==> src/hw/rtl/ssd_pkg.sv <==
// ----------------------------------------------------------------------------
// ssd_pkg: shared types and constants for the seven-segment scan driver
// Command codes, the queued command record, glyph table and digit helpers.
// ----------------------------------------------------------------------------
package ssd_pkg;

  localparam int NUM_DIGITS = 6;                 // 1..8
  localparam int POS_W      = 3;                 // digit_select width
  localparam int IDX_W      = (NUM_DIGITS > 1) ? $clog2(NUM_DIGITS) : 1;
  localparam logic [POS_W:0] NUM_DIGITS_W = (POS_W + 1)'(NUM_DIGITS);
  localparam logic [IDX_W-1:0] LAST_IDX   = IDX_W'(NUM_DIGITS - 1);

  localparam int CQ_DEPTH = 4;
  localparam int CQ_PTR_W = $clog2(CQ_DEPTH);
  localparam int CQ_CNT_W = $clog2(CQ_DEPTH + 1);

  // floor(v/10) = (v * RECIP10) >> RECIP_SHIFT for any 32-bit v
  localparam logic [31:0] RECIP10     = 32'hCCCC_CCCD;
  localparam int          RECIP_SHIFT = 35;

  localparam logic [7:0] DP_BIT     = 8'h80;
  localparam int         GLYPH_CNT  = 32;

  typedef enum logic [2:0] {
    MODE_SCAN   = 3'd0,
    MODE_UPDATE = 3'd1,
    MODE_DP     = 3'd2,
    MODE_TICK   = 3'd3,
    MODE_SPLASH = 3'd4
  } mode_t;

  typedef struct packed {
    mode_t       kind;
    logic [31:0] value;
    logic [7:0]  dp_timeout;
    logic [5:0]  dp_mask;
    logic [2:0]  splash_index;
    logic [7:0]  splash_code;
    logic        splash_active;
  } cmd_t;

  localparam logic [6:0] GLYPHS [GLYPH_CNT] = '{
    7'h3F, 7'h06, 7'h5B, 7'h4F, 7'h66, 7'h6D, 7'h7D, 7'h07,
    7'h7F, 7'h6F, 7'h77, 7'h7C, 7'h39, 7'h5E, 7'h79, 7'h71,
    7'h7D, 7'h76, 7'h06, 7'h1E, 7'h38, 7'h54, 7'h73, 7'h67,
    7'h50, 7'h6D, 7'h78, 7'h3E, 7'h00, 7'h40, 7'h3F, 7'h1C
  };

  // codes 32 and up are blank
  function automatic logic [7:0] glyph(input logic [7:0] code);
    logic [7:0] seg;
    seg = 8'h00;
    if (code < 8'(GLYPH_CNT)) begin
      seg = {1'b0, GLYPHS[code[4:0]]};
    end
    return seg;
  endfunction

endpackage

==> src/hw/rtl/ssd_cmd_queue.sv <==
// ----------------------------------------------------------------------------
// ssd_cmd_queue: command queue between intake and execution
// Small register FIFO; push and pop may happen in the same cycle.
// ----------------------------------------------------------------------------
module ssd_cmd_queue (
  input  logic               clk,
  input  logic               rst,
  input  logic               push,
  input  ssd_pkg::cmd_t      push_entry,
  output logic               full,
  input  logic               pop,
  output logic               head_valid,
  output ssd_pkg::cmd_t      head
);

  ssd_pkg::cmd_t                  slots [ssd_pkg::CQ_DEPTH];
  logic [ssd_pkg::CQ_PTR_W-1:0]   wr_ptr;
  logic [ssd_pkg::CQ_PTR_W-1:0]   rd_ptr;
  logic [ssd_pkg::CQ_CNT_W-1:0]   count;
  logic                           do_push;
  logic                           do_pop;

  assign full       = (count == ssd_pkg::CQ_CNT_W'(ssd_pkg::CQ_DEPTH));
  assign head_valid = (count != '0);
  assign head       = slots[rd_ptr];
  assign do_push    = push && !full;
  assign do_pop     = pop && head_valid;

  always_ff @(posedge clk) begin
    if (do_push) begin
      slots[wr_ptr] <= push_entry;
    end
  end

  always_ff @(posedge clk) begin
    if (rst) begin
      wr_ptr <= '0;
      rd_ptr <= '0;
      count  <= '0;
    end else begin
      if (do_push) begin
        wr_ptr <= wr_ptr + ssd_pkg::CQ_PTR_W'(1);
      end
      if (do_pop) begin
        rd_ptr <= rd_ptr + ssd_pkg::CQ_PTR_W'(1);
      end
      if (do_push && !do_pop) begin
        count <= count + ssd_pkg::CQ_CNT_W'(1);
      end else if (do_pop && !do_push) begin
        count <= count - ssd_pkg::CQ_CNT_W'(1);
      end
    end
  end

endmodule

==> config.mk <==
export PLATFORM = sky130hd
export DESIGN_NAME = ssd_cmd_queue
export DESIGN_NICKNAME = d
export VERILOG_FILES = /design/src/hw/rtl/ssd_pkg.sv /design/src/hw/rtl/ssd_cmd_queue.sv
export SDC_FILE = /design/constraint.sdc
export NUM_CORES = 1
export LEC_CHECK = 0
export ABC_CLOCK_PERIOD_IN_PS = 3900
export BUFFER_PORTS_ARGS = -buffer_cell sky130_fd_sc_hd__buf_4
export CORE_MARGIN = 2
export CORE_UTILIZATION = 55
export CTS_CLUSTER_DIAMETER = 60
export CTS_CLUSTER_SIZE = 12
export DETAILED_ROUTE_END_ITERATION = 8
export PLACE_DENSITY = 0.77
export SLEW_MARGIN = 20
export SYNTH_ARGS = -nofsm -noshare
export SYNTH_HDL_FRONTEND = slang
export SYNTH_SLANG_ARGS = --single-unit
==> constraint.sdc <==
create_clock -name clk -period 3.9 [get_ports clk]
set_input_delay 0.78 -clock clk [delete_from_list [all_inputs] [get_ports clk]]
set_output_delay 0.78 -clock clk [all_outputs]
set_load 0.005 [all_outputs]
==> flow_summary.ini, run 1 <==
[timing]
min_period_ns = 3.040
setup_viol = 0
setup_tns_ns = 0
finalCritPeriodShare_pct = 77.95
maxClockFrequency_ghz = 0.3289
skew_ns = 0.01019
slew_viol_final = 0
rsz0062_at_grt = false
tightest_slew_ns = 0.6836
finalHoldViolCount = 0
slew_headroom_pct = 54.43

[run]
drv_cap = 0

[synthesis]
synth_nets = 438
synth-warning-count = 0
synth_cell_type_count = 23
synthCells = 367
synth_compound_area_share_pct = 0.4421
synth.top_cell.area_share_pct = 78.46
syn_avg_cell_area_sq_um = 25.45
muxShareOfSynthArea_pct = 14.97
yosysTopAreaCell = edfxtp_1
synthTopCellsByArea = edfxtp_1 78%, mux4_2 14%, dfxtp_1 1.9%
synth_fa_ha_area_share_pct = 0.8842
synth-simple-area-share_pct = 0.9780
seq_area_frac_synth_pct = 80.39
synth_area_sq_mm = 0.009339
synth_top_family_by_area = multiplexers
ys_ff_latch = 253
yosys.area_share.xor_xnor_pct = 0.3751

[clock_tree]
cts_setup_buffers = 0
clk_pin_slew_worst_paths_ns = 0.06
cts_inserted_buffers = 25
clk_root_buffer_cell = clkbuf_16
cts_sinks = 253
htreeDepth = 1
insertion_delay_ns = 0.50
tritoncts = done
cts_hold_buf = 0
cts_buffer_depth = 3
cts_resized = 0

[die]
core_area_sq_mm = 0.01658
pin_count = 128
initial_core_util_pct = 56.32
die_h_microns = 134.3
die-area_sq_mm = 0.01804
die_width_microns = 134.3
rows = 47

[power_and_ir_drop]
seqPwrFrac_pct = 48.5
p_per_area_mw_per_mm2 = 632.0
p_leak_nw = 3.780
p_int_w = 0.005395
ir_drop_v = 0.0003777
clkPwrFrac_pct = 29.1
pwr-share-comb_pct = 22.4
power.switching_w = 0.001679
swShare_pct = 23.74

[final_layout]
areaGrowthSynthToFinish_pct = 19.85
post-route-util_pct = 67.50
nFillCells = 1093
antenna_cells = 0
drive_above_1_share_pct = 44.47
final_nets = 588

[worst_setup_path]
crit_type = reg -> out
setup.worst_path.end_class = output port
critPathMostFrequentCell = buf_4
worstPathArrival_ns = 2.26
crit_chain = buf_4 > mux4_2 > buf_4
setup.worst_path.start_class = flop
r2r_cells = 4
cp_data_required_time_ns = 3.12
max_stage_delay_ns = 0.76
crit_fanout = 26
cp_slowest_cell = dfxtp_2

[detailed_routing]
wl_per_cell_microns = 21.75
firstDrtPassIters = 4
ant_nets = 0
avgViaCountPerCell = 5.581
vias = 4152
route.detailed.drc = 0
drtIter0Drc = 205
wl_microns = 16190

[global_route]
busiest_layer = met2
grt_antenna_before_repair = 0
use_met2_pct = 30.95
grt_use_met1_pct = 24.75
grt_pass1_wl_microns = 25150
overflow = 0
grt_usage_pct = 18.39
use_met3_pct = 3.817
first_global_vias = 4515
grt_start_max_net_pins = 50

[worst_hold_path]
hold_class = in -> reg
hold_path_depth = 1

[placed_design]
port_buffers = 127
globalplace.congestion = 0.7073
post-dp-hpwl_microns = 9989

[status]
status = finished clean
worst max-delay path: cells and delay by family (launching register included):
| kind | cells | cell delay, ns |
|---|---|---|
| multiplexers | 1 | 0.38 |
| flip-flops | 1 | 0.76 |
| buffers and inverters | 2 | 0.61 |
cell families (layout without fill, tap and decap cells):
logic type	Yosys count	after routing
flip-flops	253	253
multiplexers	63	63
buffers and inverters	19	176
AND/OR/NAND/NOR	16	16
adder cells (fa/ha/maj)	6	6
AO/OA/AOI/OAI	6	6
XOR/XNOR	4	4
synth_stat cells:
| cell | number |
|---|---|
| clkbuf_1 | 1 |
| o31ai_2 | 1 |
| buf_12 | 6 |
| o311ai_1 | 1 |
| edfxtp_1 | 244 |
| a21oi_1 | 2 |
| buf_2 | 6 |
| mux4_1 | 1 |
| and2_1 | 4 |
| or3_1 | 3 |
| dfxtp_1 | 9 |
| buf_6 | 1 |
| xor2_1 | 4 |
| nor2_1 | 6 |
| nor3b_2 | 1 |
| fa_1 | 1 |
| mux4_2 | 60 |
| inv_1 | 4 |
| nand2b_1 | 2 |
| ha_1 | 5 |
| mux2i_1 | 2 |
| buf_1 | 1 |
| o21ai_0 | 2 |
power groups by stage:
stage | Sequential, W | Clock (W) | Combinational [W]
final | 0.00343 | 0.00206 | 0.00158
after global routing | 0.00347 | 0.00221 | 0.00171
after CTS | 0.00344 | 0.00211 | 0.00162
after detailed placement | 0.00350 | 0 | 0.00162
after global placement | 0.00348 | 0 | 0.00159
after floorplan | 0.00339 | 0 | 0.00106
routing by layer:
metal / part of all wire, % / vias up
li1: - / 1840
met1: 40 / 2161
met2: 52 / 122
met3: 5.9 / 29
met4: 2.1 / 0
met5: 0 / -
final timing paths:
kind	slack (ns)	start	end
setup / recovery	0.86	flop	head[44]
hold reg to reg	0.52	wr_ptr[1]$_SDFFE_PP0P_	wr_ptr[1]$_SDFFE_PP0P_
setup reg to reg	1.54	count[0]$_SDFFE_PP0P_	slots[0][51]$_DFFE_PP_
hold / removal	0.48	push_entry[19]	slots[3][19]$_DFFE_PP_
area by class of cell:
| class | instances | area, sq um | share of cell area, % |
|---|---|---|---|
| inverter | 4 | 15.01 | 0.1341 |
| clock buffer | 33 | 665.6 | 5.947 |
| multi-input combinational | 95 | 1653 | 14.77 |
| sequential | 253 | 7512 | 67.11 |
| tap | 220 | 275.3 | 2.459 |
| timing repair buffer | 138 | 1061 | 9.479 |
| clock inverter | 1 | 11.26 | 0.1006 |
per-stage QoR:
stage          hold slack (ns)  setup slack (ns)  cell area [sq um]  total power, W  instances
4_1_cts                 0.4615            0.7945              11190        0.007178        744
5_1_grt                 0.4615            0.6999              11190        0.007391        744
6_report                0.4761            0.8599              11190        0.007074        744
3_3_place_gp            0.4937             1.269              10520        0.005068        710
3_5_place_dp            0.5189             1.205              10520        0.005114        710
2_1_floorplan           0.4818            0.9174               9339        0.004445        367
state kept, by name (all words and copies together), names as in the netlist, named ones only:
name,flops
wr_ptr,2
count,3
slots,244
rd_ptr,2
layout by cell type (no fill, tap or decap), types with 3 or more instances in the layout:
cell / instances
and2_2: 4
buf_4: 136
clkbuf_1: 7
clkbuf_16: 25
dfxtp_1: 7
edfxtp_1: 244
ha_1: 5
inv_1: 4
mux4_2: 60
nor2_1: 6
or3_1: 3
xor2_1: 4
Note: power is estimated with default switching activity, not from simulation.
==> run 2, diff against run 1 <==
Settings changed: ABC_CLOCK_PERIOD_IN_PS 3900 to 3200.
Clock period 3.9 ns to 3.2 ns, I/O delays scaled along.
==> flow_summary.ini, run 2 (same netlist as run 1, synthesis figures left out) <==
[clock_tree]
cts_buffer_depth = 3
cts_sinks = 253
insertion_delay_ns = 0.50
clk_root_buffer_cell = clkbuf_16
htreeDepth = 1
cts_setup_buffers = 0
clk_pin_slew_worst_paths_ns = 0.06
cts_hold_buf = 0
cts_inserted_buffers = 25
tritoncts = done
cts_resized = 0

[timing]
setup_viol = 0
skew_ns = 0.01277
finalCritPeriodShare_pct = 87.65
min_period_ns = 2.805
slew_viol_final = 0
hold_ws_ns = 0.3318
finalHoldViolCount = 0
maxClockFrequency_ghz = 0.3565
setup_tns_ns = 0
rsz0062_at_grt = false
slew_headroom_pct = 64.74
tightest_slew_ns = 0.5290

[run]
drv_cap = 0

[worst_setup_path]
crit_type = reg -> out
worstPathArrival_ns = 2.16
crit_fanout = 17
cp_data_required_time_ns = 2.56
setup.worst_path.start_class = flop
rrSetupSlack_ns = 0.89
setup.worst_path.end_class = output port

[detailed_routing]
avgViaCountPerCell = 5.617
firstDrtPassIters = 4
route.detailed.drc = 0
drtIter0Drc = 296
wl_per_cell_microns = 21.24
vias = 4196
ant_nets = 0
wl_microns = 15870

[die]
die_width_microns = 134.3
pin_count = 128
rows = 47
core_area_sq_mm = 0.01658
die_h_microns = 134.3
initial_core_util_pct = 56.32
die-area_sq_mm = 0.01804

[global_route]
use_met3_pct = 4.346
grt_use_met1_pct = 25.31
overflow = 0
use_met2_pct = 29.79
first_global_vias = 4519
grt_antenna_before_repair = 0
grt_start_max_net_pins = 36
busiest_layer = met2
grt_usage_pct = 18.28
grt_pass1_wl_microns = 24970

[final_layout]
largest_reg_flops = 244
final_cells = 747
mostFrequentLayoutCells = 244 x edfxtp_1, 138 x buf_4, 60 x mux4_2, 25 x clkbuf_16, 9 x clkbuf_1
fin_area_sq_mm = 0.01120
nFillCells = 1063
final_nets = 590
regMostFlops = slots
areaGrowthSynthToFinish_pct = 19.95
drive_above_1_share_pct = 44.40
mostFrequentLayoutCell = edfxtp_1
antenna_cells = 0
reg_top3 = slots: 244 flops, count: 3 flops

[power_and_ir_drop]
p_leak_nw = 3.786
ir_drop_v = 0.0005509
p_per_area_mw_per_mm2 = 768.4

[placed_design]
post-dp-hpwl_microns = 9542
port_buffers = 127
place_area_sq_mm = 0.01053
dpl.cell_count = 712
globalplace.congestion = 0.7028

[worst_hold_path]
hold_class = in -> reg

[status]
status = finished clean
## run 2: area by class of cell
cell class | count | area, sq um | area share [%]
well taps | 220 | 275.3 | 2.457
clock inverters | 1 | 11.26 | 0.1005
clock buffers | 34 | 659.4 | 5.886
flip-flops and latches | 253 | 7512 | 67.06
inverters | 4 | 15.01 | 0.1340
repair buffers | 140 | 1076 | 9.606
multi-input cells | 95 | 1653 | 14.75
## run 2: power breakdown
| part | total (W) | switching, W | leakage (nW) | internal [W] |
|---|---|---|---|---|
| Clock | 0.00250 | 0.00108 | 0.325 | 0.00142 |
| Sequential | 0.00414 | 0.000149 | 2.31 | 0.00399 |
| Combinational | 0.00197 | 0.000815 | 1.15 | 0.00116 |
| Total | 0.00861 | 0.00204 | 3.79 | 0.00657 |
## run 2: worst max-delay path: stages, from the launching register on
cell and delay, ns:
dfxtp_4 0.49, buf_4 0.38, mux4_1 0.63, buf_4 0.16
## run 2: metal layers
metal,part of all wire (%),wire (microns)
met1,41,6471
met2,51,8087
met3,6.1,970
met4,2.1,337
met5,0,0
## run 2: worst paths after layout
path | from | end | depth (start not counted)
min reg2reg | wr_ptr[1]$_SDFFE_PP0P_ | wr_ptr[1]$_SDFFE_PP0P_ | 2
max reg2reg | count[0]$_SDFFE_PP0P_ | count[2]$_SDFFE_PP0P_ | 8
min | push_entry[42] | slots[1][42]$_DFFE_PP_ | 1
max | flop | head[55] | 3
## run 2: stage by stage
| stage | worst slack, ns | total power [W] | util (%) |
|---|---|---|---|
| final | 0.3952 | 0.008608 | 67.55 |
| after global routing | 0.2727 | 0.009011 | 67.55 |
| after CTS | 0.3362 | 0.008727 | 67.55 |
| after detailed placement | 0.6899 | 0.006228 | 63.51 |
| after global placement | 0.8315 | 0.006182 | 63.51 |
| after floorplan | 0.3574 | 0.005417 | - |
==> run 3, diff against run 2 <==
Settings changed: CORE_UTILIZATION 55 to 25, PLACE_DENSITY 0.77 to not set, SKIP_CTS_REPAIR_TIMING set to 1.
==> flow_summary.ini, run 3 (same netlist as run 1, synthesis figures left out) <==
[detailed_routing]
vias = 4133
route.detailed.drc = 0
drtIter0Drc = 145
firstDrtPassIters = 4
avgViaCountPerCell = 4.145
wl_per_cell_microns = 18.14
ant_nets = 0
wl_microns = 18090

[die]
die-area_sq_mm = 0.03892
die_width_microns = 197.3
die_h_microns = 197.3
rows = 70
initial_core_util_pct = 25.45
core_area_sq_mm = 0.03670
pin_count = 128

[timing]
finalHoldViolCount = 0
slew_headroom_pct = 65.05
setup_viol = 0
skew_ns = 0.01205
setup_tns_ns = 0
tightest_slew_ns = 0.5243
finalCritPeriodShare_pct = 84.84
maxClockFrequency_ghz = 0.3684
min_period_ns = 2.715
rsz0062_at_grt = false
slew_viol_final = 0

[worst_setup_path]
setup.worst_path.start_class = flop
setup.worst_path.end_class = output port
worstPathArrival_ns = 2.07
cp_data_required_time_ns = 2.56
crit_type = reg -> out
crit_fanout = 21

[clock_tree]
cts_buffer_depth = 3
insertion_delay_ns = 0.54
tritoncts = done
cts_inserted_buffers = 28
cts_sinks = 253
clk_root_buffer_cell = clkbuf_16
clk_pin_slew_worst_paths_ns = 0.06
htreeDepth = 1

[global_route]
first_global_vias = 4551
grt_start_max_net_pins = 43
grt_pass1_wl_microns = 27080
overflow = 0
grt_antenna_before_repair = 0
grt_usage_pct = 9.232

[placed_design]
globalplace.congestion = 0.6770
dpl.cell_count = 957
post-dp-hpwl_microns = 10720
port_buffers = 127

[final_layout]
final_cells = 997
antenna_cells = 0
mostFrequentLayoutCell = edfxtp_1
mostFrequentLayoutCells = 244 x edfxtp_1, 131 x buf_4, 60 x mux4_2, 29 x clkbuf_16, 7 x dfxtp_1
areaGrowthSynthToFinish_pct = 25.24
regMostFlops = slots
drive_above_1_share_pct = 45.56
final_nets = 590
largest_reg_flops = 244
reg_top3 = slots: 244 flops, count: 3 flops

[power_and_ir_drop]
ir_drop_v = 0.0004354
p_leak_nw = 3.857
p_per_area_mw_per_mm2 = 778.9
total_power_w = 0.009110

[status]
status = finished clean

[run]
drv_cap = 0

[worst_hold_path]
hold_class = in -> reg
==> run 3: cell types whose count changed in the layout (fill, tap and decap cells not counted), sizes merged <==
cell      before  now
inv            5    7
clkinv         0    2
clkinvlp       0    2
buf          140  137
bufinv         0    1
clkbuf        34   32
==> run 3: layout make-up <==
cell class | count | area [sq um]
Multi-Input combinational cell | 95 | 1658
Timing Repair Buffer | 137 | 1104
Clock inverter | 8 | 82.58
Fill cell | 3493 | 25000
Sequential cell | 253 | 7515
Inverter | 4 | 15.01
Tap cell | 468 | 585.6
Clock buffer | 32 | 737.0
==> run 3: through the flow <==
stage	setup WS, ns	hold slack (ns)	instance area [sq um]	util, %
after floorplan	0.3574	0.4818	9339	-
after global placement	0.7324	0.5078	10880	29.64
after detailed placement	0.7226	0.5073	10880	29.64
after CTS	0.3965	0.2570	11700	31.87
after global routing	0.3411	0.2613	11700	31.87
final	0.4852	0.2936	11700	31.87
==> run 3: path summary, 6_finish.rpt <==
path | slack (ns) | from | end | cells after the start
max | 0.49 | flop | head[22] | 3
min | 0.29 | push_entry[49] | slots[2][49]$_DFFE_PP_ | 1
max reg2reg | 0.87 | count[0]$_SDFFE_PP0P_ | count[2]$_SDFFE_PP0P_ | 8
min reg2reg | 0.51 | wr_ptr[1]$_SDFFE_PP0P_ | wr_ptr[1]$_SDFFE_PP0P_ | 2
==> run 3: routing by layer <==
| layer | part of all wire [%] | global-route usage (%) | vias to the layer above |
|---|---|---|---|
| li1 | - | - | 1856 |
| met1 | 43 | 11.91 | 2132 |
| met2 | 47 | 14.89 | 106 |
| met3 | 6.7 | 2.954 | 39 |
| met4 | 2.7 | 2.729 | 0 |
| met5 | 0 | 0 | - |
==> run 3: power breakdown <==
group / internal (W) / leakage (nW) / total [W] / switching, W
clock network: 0.00171 / 0.396 / 0.00294 / 0.00124
registers: 0.00399 / 2.31 / 0.00410 / 0.000112
logic: 0.00117 / 1.15 / 0.00207 / 0.000895
==> run 3: critical path, cell delays in order (launching register included) <==
cell     delay [ns]
dfxtp_4        0.36
buf_4          0.40
mux4_2         0.60
buf_4          0.16
